<file path="src/hdl/mqd_pkg.sv">
// ----------------------------------------------------------------------------
// mqd_pkg
// Shared types and constants for the MQTT packet deframer: parse phases,
// byte roles and the per-byte result record.
// ----------------------------------------------------------------------------
package mqd_pkg;

  localparam int LEN_W  = 28;
  localparam int TLEN_W = 16;
  localparam int CNT_W  = 3;

  localparam logic [LEN_W-1:0] LEN_MAX      = {LEN_W{1'b1}};
  localparam logic [3:0]       TYPE_PUBLISH = 4'd3;
  localparam logic [3:0]       QOS_MASK     = 4'h6;
  localparam logic [CNT_W-1:0] LEN_BYTES_MAX = 3'd4;

  typedef enum logic [2:0] {
    PH_TYPE    = 3'd0,
    PH_LEN     = 3'd1,
    PH_TLEN_HI = 3'd2,
    PH_TLEN_LO = 3'd3,
    PH_TOPIC   = 3'd4,
    PH_IDENT   = 3'd5,
    PH_PAYLOAD = 3'd6,
    PH_BODY    = 3'd7
  } phase_t;

  typedef enum logic [2:0] {
    ROLE_TYPE    = 3'd0,
    ROLE_LEN     = 3'd1,
    ROLE_TLEN    = 3'd2,
    ROLE_TOPIC   = 3'd3,
    ROLE_IDENT   = 3'd4,
    ROLE_PAYLOAD = 3'd5,
    ROLE_BODY    = 3'd6
  } role_t;

  typedef struct packed {
    logic [7:0] data;
    logic [3:0] ptype;
    logic [3:0] flags;
    role_t      role;
    logic       last;
    logic       bad;
  } result_t;

endpackage

</file>
<file path="src/hdl/mqd_parser.sv">
// ----------------------------------------------------------------------------
// mqd_parser
// Framing state of the deframer. Classifies the byte on its input and
// advances the parse state when the beat is accepted.
// ----------------------------------------------------------------------------
module mqd_parser (
  input  logic                      clk,
  input  logic                      rst,
  input  logic                      accept,
  input  logic [7:0]                byte_in,
  input  logic [mqd_pkg::LEN_W-1:0] max_len,
  output mqd_pkg::result_t          result
);
  import mqd_pkg::*;

  phase_t              phase, phase_next;
  logic [3:0]          cur_type, cur_type_next;
  logic [3:0]          cur_flags, cur_flags_next;
  logic [LEN_W-1:0]    bytes_left, bytes_left_next;
  logic [CNT_W-1:0]    len_count, len_count_next;
  logic [TLEN_W-1:0]   topic_left, topic_left_next;
  logic [1:0]          ident_left, ident_left_next;

  logic [4:0]          shamt;
  logic [LEN_W-1:0]    len_acc;
  logic [LEN_W-1:0]    body_left;
  logic [TLEN_W-1:0]   topic_dec;
  logic [TLEN_W-1:0]   topic_full;
  logic [1:0]          ident_dec;
  logic                has_ident;

  // Hold parse state between beats
  always_ff @(posedge clk) begin
    if (rst) begin
      phase      <= PH_TYPE;
      cur_type   <= '0;
      cur_flags  <= '0;
      bytes_left <= '0;
      len_count  <= '0;
      topic_left <= '0;
      ident_left <= '0;
    end else if (accept) begin
      phase      <= phase_next;
      cur_type   <= cur_type_next;
      cur_flags  <= cur_flags_next;
      bytes_left <= bytes_left_next;
      len_count  <= len_count_next;
      topic_left <= topic_left_next;
      ident_left <= ident_left_next;
    end
  end

  // Seven-bit group position of the current length byte
  always_comb begin
    unique case (len_count[1:0])
      2'd0:    shamt = 5'd0;
      2'd1:    shamt = 5'd7;
      2'd2:    shamt = 5'd14;
      default: shamt = 5'd21;
    endcase
  end

  assign len_acc    = bytes_left | (LEN_W'(byte_in[6:0]) << shamt);
  assign body_left  = bytes_left - LEN_W'(1);
  assign topic_dec  = topic_left - TLEN_W'(1);
  assign topic_full = {topic_left[TLEN_W-1:8], byte_in};
  assign ident_dec  = ident_left - 2'd1;
  assign has_ident  = (cur_flags & QOS_MASK) != 4'h0;

  // Classify the byte and compute the next parse state
  always_comb begin
    phase_next      = phase;
    cur_type_next   = cur_type;
    cur_flags_next  = cur_flags;
    bytes_left_next = bytes_left;
    len_count_next  = len_count;
    topic_left_next = topic_left;
    ident_left_next = ident_left;
    result.data     = byte_in;
    result.role     = ROLE_BODY;
    result.last     = 1'b0;
    result.bad      = 1'b0;

    unique case (phase)
      PH_TYPE: begin
        cur_type_next   = byte_in[7:4];
        cur_flags_next  = byte_in[3:0];
        bytes_left_next = '0;
        len_count_next  = '0;
        topic_left_next = '0;
        ident_left_next = '0;
        result.role     = ROLE_TYPE;
        phase_next      = PH_LEN;
      end
      PH_LEN: begin
        result.role     = ROLE_LEN;
        bytes_left_next = len_acc;
        len_count_next  = len_count + CNT_W'(1);
        priority if (byte_in[7]) begin
          if (len_count_next >= LEN_BYTES_MAX) begin
            result.bad      = 1'b1;
            result.last     = 1'b1;
            bytes_left_next = '0;
            phase_next      = PH_TYPE;
          end
        end else if (len_acc > max_len) begin
          result.bad      = 1'b1;
          result.last     = 1'b1;
          bytes_left_next = '0;
          phase_next      = PH_TYPE;
        end else if (len_acc == '0) begin
          result.last = 1'b1;
          phase_next  = PH_TYPE;
        end else begin
          phase_next = (cur_type == TYPE_PUBLISH) ? PH_TLEN_HI : PH_BODY;
        end
      end
      PH_TLEN_HI: begin
        result.role     = ROLE_TLEN;
        topic_left_next = {byte_in, 8'h00};
        phase_next      = PH_TLEN_LO;
      end
      PH_TLEN_LO: begin
        result.role     = ROLE_TLEN;
        topic_left_next = topic_full;
        priority if (topic_full != '0) begin
          phase_next = PH_TOPIC;
        end else if (has_ident) begin
          ident_left_next = 2'd2;
          phase_next      = PH_IDENT;
        end else begin
          phase_next = PH_PAYLOAD;
        end
      end
      PH_TOPIC: begin
        result.role     = ROLE_TOPIC;
        topic_left_next = topic_dec;
        if (topic_dec == '0) begin
          if (has_ident) begin
            ident_left_next = 2'd2;
            phase_next      = PH_IDENT;
          end else begin
            phase_next = PH_PAYLOAD;
          end
        end
      end
      PH_IDENT: begin
        result.role     = ROLE_IDENT;
        ident_left_next = ident_dec;
        if (ident_dec == 2'd0) begin
          phase_next = PH_PAYLOAD;
        end
      end
      PH_PAYLOAD: begin
        result.role = ROLE_PAYLOAD;
      end
      PH_BODY: begin
        result.role = ROLE_BODY;
      end
      default: begin
        result.role = ROLE_BODY;
      end
    endcase

    // Count down the body and close the packet on its final byte
    if (phase != PH_TYPE && phase != PH_LEN) begin
      bytes_left_next = body_left;
      if (body_left == '0) begin
        result.last = 1'b1;
        phase_next  = PH_TYPE;
      end
    end

    result.ptype = cur_type_next;
    result.flags = cur_flags_next;
  end

endmodule

</file>
<file path="src/hdl/mqtt_packet_deframer.sv">
// ----------------------------------------------------------------------------
// mqtt_packet_deframer
// Tags each byte of a stream of MQTT control packets with packet type,
// header flags, byte role, end of packet and length fault.
// ----------------------------------------------------------------------------
// Output: each result is registered and appears in the cycle after its byte is accepted.
// Throughput: one byte per cycle unless the output stalls; the output register takes a new result in
// the same cycle as the previous one leaves.
// Reset: parser expects a type byte, all counters are cleared and the
// length limit returns to its largest value.
module mqtt_packet_deframer (
  input  logic                      clk,
  input  logic                      rst,
  input  logic                      cfg_valid,
  output logic                      cfg_ready,
  input  logic [mqd_pkg::LEN_W-1:0] max_remaining_length,
  input  logic                      in_valid,
  output logic                      in_ready,
  input  logic [7:0]                byte_in,
  output logic                      out_valid,
  input  logic                      out_ready,
  output logic [7:0]                byte_out,
  output logic [3:0]                packet_type,
  output logic [3:0]                header_flags,
  output logic [2:0]                byte_role,
  output logic                      last_of_packet,
  output logic                      malformed
);
  import mqd_pkg::*;

  logic [LEN_W-1:0] max_len;
  logic             accept;
  result_t          result;
  result_t          out_res;

  assign cfg_ready = 1'b1;
  assign in_ready  = !out_valid || out_ready;
  assign accept    = in_valid && in_ready;

  // Hold the length limit
  always_ff @(posedge clk) begin
    if (rst) begin
      max_len <= LEN_MAX;
    end else if (cfg_valid) begin
      max_len <= max_remaining_length;
    end
  end

  mqd_parser u_parser (
    .clk     (clk),
    .rst     (rst),
    .accept  (accept),
    .byte_in (byte_in),
    .max_len (max_len),
    .result  (result)
  );

  // Output register: load on accept, drop once the beat is taken
  always_ff @(posedge clk) begin
    if (rst) begin
      out_valid <= 1'b0;
    end else if (accept) begin
      out_valid <= 1'b1;
    end else if (out_ready) begin
      out_valid <= 1'b0;
    end
  end

  always_ff @(posedge clk) begin
    if (accept) begin
      out_res <= result;
    end
  end

  assign byte_out       = out_res.data;
  assign packet_type    = out_res.ptype;
  assign header_flags   = out_res.flags;
  assign byte_role      = 3'(out_res.role);
  assign last_of_packet = out_res.last;
  assign malformed      = out_res.bad;

endmodule

</file>
<file path="config.mk">
export PLATFORM = sky130hd
export DESIGN_NAME = mqtt_packet_deframer
export DESIGN_NICKNAME = d
export VERILOG_FILES = /design/src/hdl/mqd_pkg.sv /design/src/hdl/mqd_parser.sv /design/src/hdl/mqtt_packet_deframer.sv
export SDC_FILE = /design/constraint.sdc
export NUM_CORES = 1
export LEC_CHECK = 0
export ABC_AREA = 1
export BUFFER_PORTS_ARGS = -buffer_cell sky130_fd_sc_hd__buf_2
export CAP_MARGIN = 10
export CELL_PAD_IN_SITES_DETAIL_PLACEMENT = 1
export CELL_PAD_IN_SITES_GLOBAL_PLACEMENT = 2
export CORE_MARGIN = 8
export CORE_UTILIZATION = 34
export DETAILED_ROUTE_END_ITERATION = 16
export GPL_TIMING_DRIVEN = 0
export PLACE_DENSITY = 0.87
export SETUP_SLACK_MARGIN = 0.15
export SYNTH_ARGS = -nofsm -noshare
export SYNTH_HDL_FRONTEND = slang
export SYNTH_SLANG_ARGS = --single-unit
export TNS_END_PERCENT = 20
</file>
<file path="constraint.sdc">
create_clock -name clk -period 4.15 [get_ports clk]
set_clock_uncertainty 0.1 [all_clocks]
set_input_delay 0.2075 -clock clk [delete_from_list [all_inputs] [get_ports clk]]
set_output_delay 0.2075 -clock clk [all_outputs]
set_load 0.005 [all_outputs]
</file>
Word-level counts from Yosys, hierarchy flattened
Cells that the tools add are included.
{ "word_totals": {"out_inout_bits": 24, "regBits": 110, "word_cells": 100, "input_bits": 41} }
{ "classes": {"n_shift": 1, "n_reduce_logical": 25, "magnitude_cmp": 2, "n_addsub": 4, "bitwise": 2, "eq_ne": 13, "muxes": 37} }
{ "ops": {"columns": ["cell", "n"], "rows": [
  ["$mux W28", 4],
  ["$pmux W16 S4", 1],
  ["$logic_not A28 Y1", 2],
  ["$pmux W28 S2", 1],
  ["$mux W3", 10],
  ["$gt A28 B28 Y1", 1],
  ["$or A28 B28 Y28", 1],
  ["$shl A7 B5 Y28", 1],
  ["$sub A28 B1 Y28 const B", 1],
  ["$pmux W3 S7", 1],
  ["$pmux W3 S6", 1],
  ["$logic_not A16 Y1", 1],
  ["$reduce_bool A16 Y1", 1],
  ["$sub A16 B1 Y16 const B", 1],
  ["$pmux W5 S3", 1],
  ["$mux W2", 7],
  ["$eq A3 B3 Y1 const B", 4],
  ["$reduce_bool A4 Y1", 3],
  ["$reduce_bool A3 Y1", 3],
  ["$mux W4", 2],
  ["$pmux W2 S4", 1],
  ["$mux W1", 7],
  ["$eq A3 B2 Y1 const B", 2],
  ["$pmux W3 S2", 1],
  ["21 further kinds", 26]
]} }

Logic depth before layout (Yosys ltp)
Gate-level depths: netlist of the first run.
{ "depth": {"ltp_word": 11, "depth_mapped": 26, "mapped_depth_nobuf": 26} }

By module
Synthesis of the first run repeated with hierarchy kept, for this count alone.
{ "unflattened": {"cells_unflattened": 1141, "hier_area_um2": 7561.0} }
{ "modules_own_cells": {"columns": ["module", "cells_per_inst", "seq_area_each_um2", "area_per_inst_um2", "instances"], "rows": [
  ["mqd_parser", 991, 1201.2, 5900.7, 1],
  ["mqtt_packet_deframer", 150, 1211.2, 1660.3, 1]
]} }

Worst setup path after synthesis of the first run
Ideal clock, no wire load.
{ "synth_path": {"kind": "register to register", "from": "register u_parser.len_count[0]", "to": "register u_parser.bytes_left[5]", "setup_ns": 0.070, "path_slack_ns": 0.783, "period_less_slack_ns": 3.367, "stages_incl_launch_ff": 23, "path_buffers": 3, "t_required_ns": 3.980, "arrival_time_ns": 3.197, "cell_sequence": "dfxtp_1 inv_1 ha_1 buf_2 inv_2 buf_2 nand3_2 o21ai_0 nand3_1 nand2_1 ha_1 a21oi_1 nor2_1 a211oi_1 o21ai_0 a21oi_1 nand2_1 a21oi_2 nand2_1 inv_2 buf_4 nand2_1 a21oi_1"} }
{ "synth_via": {"elab_chain_cells": 9, "elab_cells_between_ends": 14, "cone_classes": "add/sub: 1; order compare: 2; eq/ne: 2; shift: 1; mux: 6; bitwise: 1; reduce/logical: 1"} }
{ "synth_lines": {"columns": ["item", "line_no", "text"], "rows": [
  ["start: declaration", "mqd_parser.sv:20", "logic [CNT_W-1:0] len_count, len_count_next;"],
  ["start signal: assignment", "mqd_parser.sv:47", "len_count <= len_count_next;"],
  ["$eq A2 B2 Y1 (tied with other cells)", "mqd_parser.sv:55", "unique case (len_count[1:0])"],
  ["$pmux W5 S3", "mqd_parser.sv:55", null],
  ["$shl A7 B5 Y28", "mqd_parser.sv:63", "assign len_acc = bytes_left | (LEN_W'(byte_in[6:0]) << shamt);"],
  ["$or A28 B28 Y28", "mqd_parser.sv:63", null],
  ["$gt A28 B28 Y1", "mqd_parser.sv:106", "end else if (len_acc > max_len) begin"],
  ["$mux W28", "mqd_parser.sv:106", null],
  ["$mux W28 *", "mqd_parser.sv:99", "priority if (byte_in[7]) begin"],
  ["$pmux W28 S2 *", "mqd_parser.sv:84", "unique case (phase)"],
  ["$mux W28 *", "mqd_parser.sv:166", "if (phase != PH_TYPE && phase != PH_LEN) begin"],
  ["end signal: assignment", "mqd_parser.sv:46", "bytes_left <= bytes_left_next;"],
  ["end: declaration", "mqd_parser.sv:19", "logic [LEN_W-1:0] bytes_left, bytes_left_next;"]
]} }
Every way passes the cells marked *; elsewhere a longest branch is shown, timed or not.
A chain may end at the register's enable or synchronous reset.

Worst setup path after layout of the first run
{ "layout_path": {"from": "register u_parser.len_count[0]", "to": "register u_parser.bytes_left[21]"} }
The elaborated chain is that of the path after synthesis.

==> run metrics, run 1 <==
status=finished, final reports clean; Vias/cell=5.26; Core Footprint=21,800 um^2; drt pass-1 iters=5; first-pass GRT wire length=44,800 um; synthesized instance count=1,140; pre-CTS WS=-0.725 ns; Slowest-stage cell, CP=ha_1; CP top delay family=simple AND/OR/NAND/NOR gates; leakage=4.29 nW; share of layout cells above drive strength 1=0.149; Slew HR=0.352; WP buf/inv=6; fin crit share=0.927; Iter 0 DRT Violations=414; initial antenna violation count=0; final worst slack=0.304 ns; clock power share=0.282; Gate power share=0.322; Slowest Stage Delay on Critical Path=0.41 ns; top_reg_cell synth=dfxtp_1; Syn. warnings=0; sequential cell area fraction in the yosys report=0.320; net switching power=1.20 mW; hold_ws=0.0396 ns; final period demand of the worst path=3.85 ns; switching share of power=0.385; fin area=9070 um^2; Final Non-Filler Cells=1,543; nets@finish=1,336; DR vias=8,113; Fmax=260 MHz; Max IR drop VDD=0.175 mV; CP Capture Type=flip-flop; Post-route DRC=0; I/O Buffers=61; number of flops mapped to enable cells by yosys=21; Worst Path Arrival=4.03 ns; drt wl/cell=18.7 um; ANT cells=0; worst min-delay path category=in -> reg; die width=165 um; I/O pin count=65; Hold Fails Final Rpt=0; dpl cells=1,481; chip height=165 um; Final setup viols=0; Clock Pin Slew Worst Setup and Hold Paths=0.08 ns; Clock Sinks=110; Int Pwr=1.91 mW; CP most frequent cell=nand2_1; Setup Total Neg Slack=0 ns; critical path startpoint category=flip-flop; power density over the cells=342 nW/um^2; DP HPWL=22,500 um; Post-Synthesis Cell Area=7530 um^2; clk buf depth=2; CTS tree=done; CTS Buf Count=9; Area after DPL=8190 um^2; critical path type=reg -> reg; Root Driver=clkbuf_16; crit-path max FO=10; fillers=2,843; critical path data required time=4.34 ns; row cnt=54; WL final=28,800 um; Area Overhead vs Synth=20.5%; Async S/R FF share, synth=0; vias in the first global route=8,013; Worst Tran Pin Value=0.963 ns; gp weighted congestion=0.890; Max Cap Viol=0; clk_lat worst skew=0.36 ns; Mapped Nets=1,218; Slew Limit Fails=0; post-route ant nets=0; Overflow after GRT=0; sequential share of power=0.396; Yosys cell types=49; CTS HTree Levels=3; RSZ-0062 raised after global routing=no; Die ar.=27,200 um^2; GR Util All Layers=0.212; Synth Area per Inst=6.61 um^2; worst path cell trace=inv_2 -> ha_1 -> buf_4 -> inv_2 -> buf_4 -> nand3_1 -> nand4_1 -> nand3_1 -> ha_1 -> nand2_1 -> nor2_1 -> nand2_1 -> o211ai_1 -> a21oi_2 -> nand2_2 -> a21oi_2 -> nand2_2 -> clkinv_4 -> buf_6 -> nand2_1 -> a21oi_1; FF+latch count, synth=110; effective utilization at floorplan=0.346; largest net degree at the start of global routing=31; Reg2Reg Setup Slack=0.30 ns
## repair_timing
| item | 4_1_cts | 5_1_grt |
|---|---|---|
| gates resized for setup | 22 | 33 |
| pin swaps | 3 | 7 |
| setup buffers | 5 | 6 |
| hold endpoints to repair | 35 | 0 |
| hold buffers | 35 | 0 |
| endpoints found under the setup margin | 33 | 32 |
## stage by stage
stage	total power [mW]	utilization
finish	3.11	0.417
global route	3.28	0.417
CTS	3.09	0.410
detailed placement	2.18	0.376
global placement	2.16	0.376
floorplan	1.87	-
## layout by cell type, fill, tap and decap left out, types with 13 or more instances in the layout
cell type | synthesis | routed
buf_2 | 8 | 65
inv_1 | 134 | 129
inv_2 | 16 | 20
nand3_1 | 78 | 69
a21oi_1 | 121 | 118
dfxtp_1 | 89 | 87
ha_1 | 37 | 35
dlygate4sd3_1 | 0 | 35
clkbuf_1 | 31 | 30
nand2_1 | 250 | 243
xor2_1 | 24 | 24
nor2_1 | 111 | 108
edfxtp_1 | 21 | 21
o21ai_0 | 95 | 91
nand4_1 | 27 | 27
nand3_2 | 4 | 13
buf_4 | 3 | 15
## registers in the layout, summed over array words and instances, names as in the netlist, 2 cells and up
signal,cells
u_parser.ident_left,2
byte_role,3
packet_type,4
max_len,28
u_parser.cur_flags,4
u_parser.topic_left,16
byte_out,8
u_parser.bytes_left,28
header_flags,4
u_parser.cur_type,4
u_parser.phase,3
u_parser.len_count,3
## cell type report
cell class / instances / area, um^2 / area share
Multi-Input combinational cell: 830 / 4490 / 0.495
Inverter: 153 / 579 / 0.0639
Tap cell: 280 / 350 / 0.0386
Clock buffer: 10 / 229 / 0.0252
Buffer: 47 / 226 / 0.0250
Timing Repair Buffer: 107 / 738 / 0.0814
Sequential cell: 110 / 2420 / 0.266
Clock inverter: 6 / 43.8 / 0.00483
## logic make-up after synthesis
family	after synthesis	share of synthesized area
compound gates	252	0.177
xor+xnor	29	0.0347
fa+ha+maj	37	0.0615
buf+inv	200	0.104
flops	110	0.320
other cells	1	0.000498
simple gates	511	0.303
## Yosys cell counts (2+ instances only)
master / n / area share
nand2_1: 250 / 0.12
inv_1: 134 / 0.067
a21oi_1: 121 / 0.080
nor2_1: 111 / 0.055
o21ai_0: 95 / 0.063
dfxtp_1: 89 / 0.24
nand3_1: 78 / 0.052
ha_1: 37 / 0.061
clkbuf_1: 31 / 0.015
nand4_1: 27 / 0.022
xor2_1: 24 / 0.028
edfxtp_1: 21 / 0.084
inv_2: 16 / 0.0080
o22ai_1: 11 / 0.0091
nor2_2: 9 / 0.0075
nor3_1: 9 / 0.0060
buf_2: 8 / 0.0053
o21ai_1: 7 / 0.0047
nand2_2: 4 / 0.0033
nand3_2: 4 / 0.0053
nor4_1: 4 / 0.0033
xnor2_1: 4 / 0.0047
a211oi_1: 3 / 0.0030
a21oi_2: 3 / 0.0035
a31oi_1: 3 / 0.0025
buf_1: 3 / 0.0015
buf_4: 3 / 0.0030
clkinv_1: 3 / 0.0015
nor2_4: 3 / 0.0045
o2111ai_1: 3 / 0.0035
nand2_4: 2 / 0.0030
nand3b_1: 2 / 0.0020
nor2_8: 2 / 0.0053
## layer usage
| metal | GRT usage | wire (um) | up-vias |
|---|---|---|---|
| met5 | 0 | 0 | - |
| met4 | 0.0684 | 728 | 0 |
| li1 | - | - | 4001 |
| met2 | 0.330 | 12700 | 155 |
| met3 | 0.0289 | 1380 | 40 |
| met1 | 0.298 | 14000 | 3917 |
## power by group through the flow
stage	registers (mW)	clock network [mW]	logic, mW
after floorplan	1.24	0	0.634
after global placement	1.25	0	0.908
after detailed placement	1.25	0	0.924
after CTS	1.23	0.896	0.967
after global routing	1.24	0.932	1.11
final	1.23	0.876	1.00
## worst paths after layout
path | cells after the start | endpoint | from
worst max-delay path | 21 | u_parser.bytes_left[21]$_SDFFE_PP0P_ | u_parser.len_count[0]$_SDFFE_PP0P_
worst min-delay path | 1 | byte_out[2]$_DFFE_PP_ | byte_in[2]
worst max register to register | 21 | u_parser.bytes_left[21]$_SDFFE_PP0P_ | u_parser.len_count[0]$_SDFFE_PP0P_
worst min register to register | 2 | max_len[13]$_SDFFE_PP1P_ | max_len[13]$_SDFFE_PP1P_
Power figures use the tool's default switching activity.
==> run 2: changes to the inputs <==
--- a/config.mk
+++ b/config.mk
@@ -6,7 +6,7 @@
 export NUM_CORES = 1
 export LEC_CHECK = 0
 export ABC_AREA = 1
-export BUFFER_PORTS_ARGS = -buffer_cell sky130_fd_sc_hd__buf_2
+export BUFFER_PORTS_ARGS = -buffer_cell sky130_fd_sc_hd__buf_4
 export CAP_MARGIN = 10
 export CELL_PAD_IN_SITES_DETAIL_PLACEMENT = 1
 export CELL_PAD_IN_SITES_GLOBAL_PLACEMENT = 2
==> run metrics, run 2 (synthesis gave the netlist of run 1 again) <==
status=finished, final reports clean; effective utilization at floorplan=0.346 (unchanged); critical path startpoint category=flip-flop; worst path cell trace=inv_2 -> ha_1 -> buf_4 -> inv_2 -> buf_6 -> nand3_1 -> nand3_1 -> nand2_1 -> nand3_1 -> nand2_2 -> ha_1 -> nand4_1 -> buf_4 -> nor2_1 -> nand2_1 -> o2111ai_1 -> nand2_1 -> nand2_2 -> a21oi_4 -> nand2_2 -> clkinv_4 -> buf_4 -> a21oi_1 -> a211oi_1; Final setup viols=0 (unchanged); clock power share=0.281 (about the same); Int Pwr=1.94 mW (+1.7%); commonest non-fill, non-tap cells in the layout=nand2_1, inv_1, a21oi_1; Die ar.=27,200 um^2 (unchanged); sequential share of power=0.391 (-0.005); Slew Limit Fails=0 (unchanged); drt wl/cell=18.7 um (about the same); Iter 0 DRT Violations=371 (-10%); Worst Path Arrival=3.95 ns (-0.08 ns); gp weighted congestion=0.891 (about the same); final period demand of the worst path=3.82 ns (-0.0212 ns); row cnt=54 (unchanged); initial antenna violation count=0 (unchanged); die width=165 um (unchanged); Root Driver=clkbuf_16; RSZ-0062 raised after global routing=yes; clk buf depth=2 (unchanged); Worst Tran Pin Value=0.919 ns (-0.0442 ns); final worst slack=0.326 ns (+0.0212 ns); Overflow after GRT=0 (unchanged); pre-CTS WS=-0.702 ns (+0.0236 ns); Setup Total Neg Slack=0 ns (unchanged); dpl cells=1,481 (unchanged); Slowest-stage cell, CP=dfxtp_4; most common cell after layout, fill and taps aside=nand2_1; first-pass GRT wire length=44,500 um (-0.65%); Post-route DRC=0 (unchanged); Final Non-Filler Cells=1,547 (+0.26%); net switching power=1.21 mW (+1.1%); Slew HR=0.382 (+0.0297); critical path type=reg -> reg; ANT cells=0 (unchanged); CTS HTree Levels=3 (unchanged); share of layout cells above drive strength 1=0.160 (+0.0114); GR Util All Layers=0.212 (-0.000271); drt pass-1 iters=5 (unchanged); WL final=28,900 um (+0.29%); Slowest Stage Delay on Critical Path=0.39 ns (-0.02 ns); fillers=2,834 (-0.32%); R2R cell count=24 (+14%); Hold Fails Final Rpt=0 (unchanged); CP Capture Type=flip-flop; critical path data required time=4.27 ns (-0.07 ns); chip height=165 um (unchanged); fin crit share=0.922 (-0.00512); I/O pin count=65 (unchanged); biggest regs=max_len: 28 flops, u_parser.bytes_left: 28 flops, u_parser.topic_left: 16 flops; worst min-delay path category=in -> reg; crit-path max FO=10 (unchanged); leakage=4.37 nW (+1.7%); CTS tree=done; post-route ant nets=0 (unchanged); CTS Buf Count=9 (unchanged); fin util=0.430 (+0.0132); Gate power share=0.328 (+0.006); nets@finish=1,340 (+0.30%); Max IR drop VDD=0.195 mV (+11%); WHS Path Cells=4 (+3); vias in the first global route=7,916 (-1.2%); Area Overhead vs Synth=24.3%; DR vias=8,119 (+0.074%); clk_lat worst skew=0.37 ns (about the same); power density over the cells=337 nW/um^2 (-1.7%); Fmax=261 MHz (+0.56%); Max Cap Viol=0 (unchanged); I/O Buffers=61 (unchanged); largest net degree at the start of global routing=31 (unchanged); Vias/cell=5.25 (-0.18%); Core Footprint=21,800 um^2 (unchanged); DP HPWL=22,400 um (-0.44%); Clock Pin Slew Worst Setup and Hold Paths=0.09 ns (about the same); Clock Sinks=110 (unchanged); switching share of power=0.383 (-0.00143)
==> run 2: per-stage QoR <==
stage	power [mW]	instance area, um^2	hold WS [ns]
CTS	3.13	9090	0.0389
floorplan	1.87	7530	0.206
detailed placement	2.20	8340	0.312
finish	3.15	9360	0.0684
global placement	2.18	8340	0.307
global route	3.32	9360	0.0717
==> run 2: path summary, 6_finish.rpt <==
kind,start,end,slack (ns)
worst max register to register,u_parser.len_count[0]$_SDFFE_PP0P_,u_parser.bytes_left[7]$_SDFFE_PP0P_,0.33
worst min register to register,u_parser.topic_left[1]$_SDFFE_PP0P_,u_parser.topic_left[1]$_SDFFE_PP0P_,0.37
worst max-delay path,u_parser.len_count[0]$_SDFFE_PP0P_,u_parser.bytes_left[7]$_SDFFE_PP0P_,0.33
worst min-delay path,out_ready,out_valid$_SDFFE_PP0P_,0.07
==> run 2: repair_timing <==
action,CTS,global route
buffers inserted,4,10
endpoints found under the setup margin,33,31
pin swaps,3,13
gates resized for setup,25,51
hold buffers,36,0
endpoints found under the hold margin,36,0
==> run 2: power by group through the flow <==
stage,logic (mW),registers (mW),clock network [mW]
after CTS,0.991,1.23,0.911
after global placement,0.926,1.25,0
after detailed placement,0.944,1.25,0
final,1.03,1.23,0.887
after global routing,1.15,1.24,0.934
after floorplan,0.634,1.24,0
==> run 2: layout make-up <==
type,instances,area [um^2],area share
clock buffers,10,229,0.0245
flip-flops and latches,110,2420,0.258
clock inverters,6,55.1,0.00588
multi-input cells,830,4560,0.487
repair buffers,111,923,0.0987
well taps,280,350,0.0374
inverters,153,579,0.0619
plain buffers,47,245,0.0262
==> run 2: worst max-delay path: cells and delay by family (launching register included) <==
family                     cells  cell delay, ns
and+or+nand+nor               11            1.29
buffers and inverters          7            0.94
adders and majority gates      2            0.62
DFF                            1            0.39
AOI/OAI and AO/OA              4            0.35
==> run 2: layer usage <==
metal  part of all wire  vias up  GRT usage
li1                   -     4006          -
met1               0.48     3886      0.293
met2               0.45      193      0.335
met3              0.053       34     0.0341
met4              0.018        0     0.0573
met5                  0        -          0
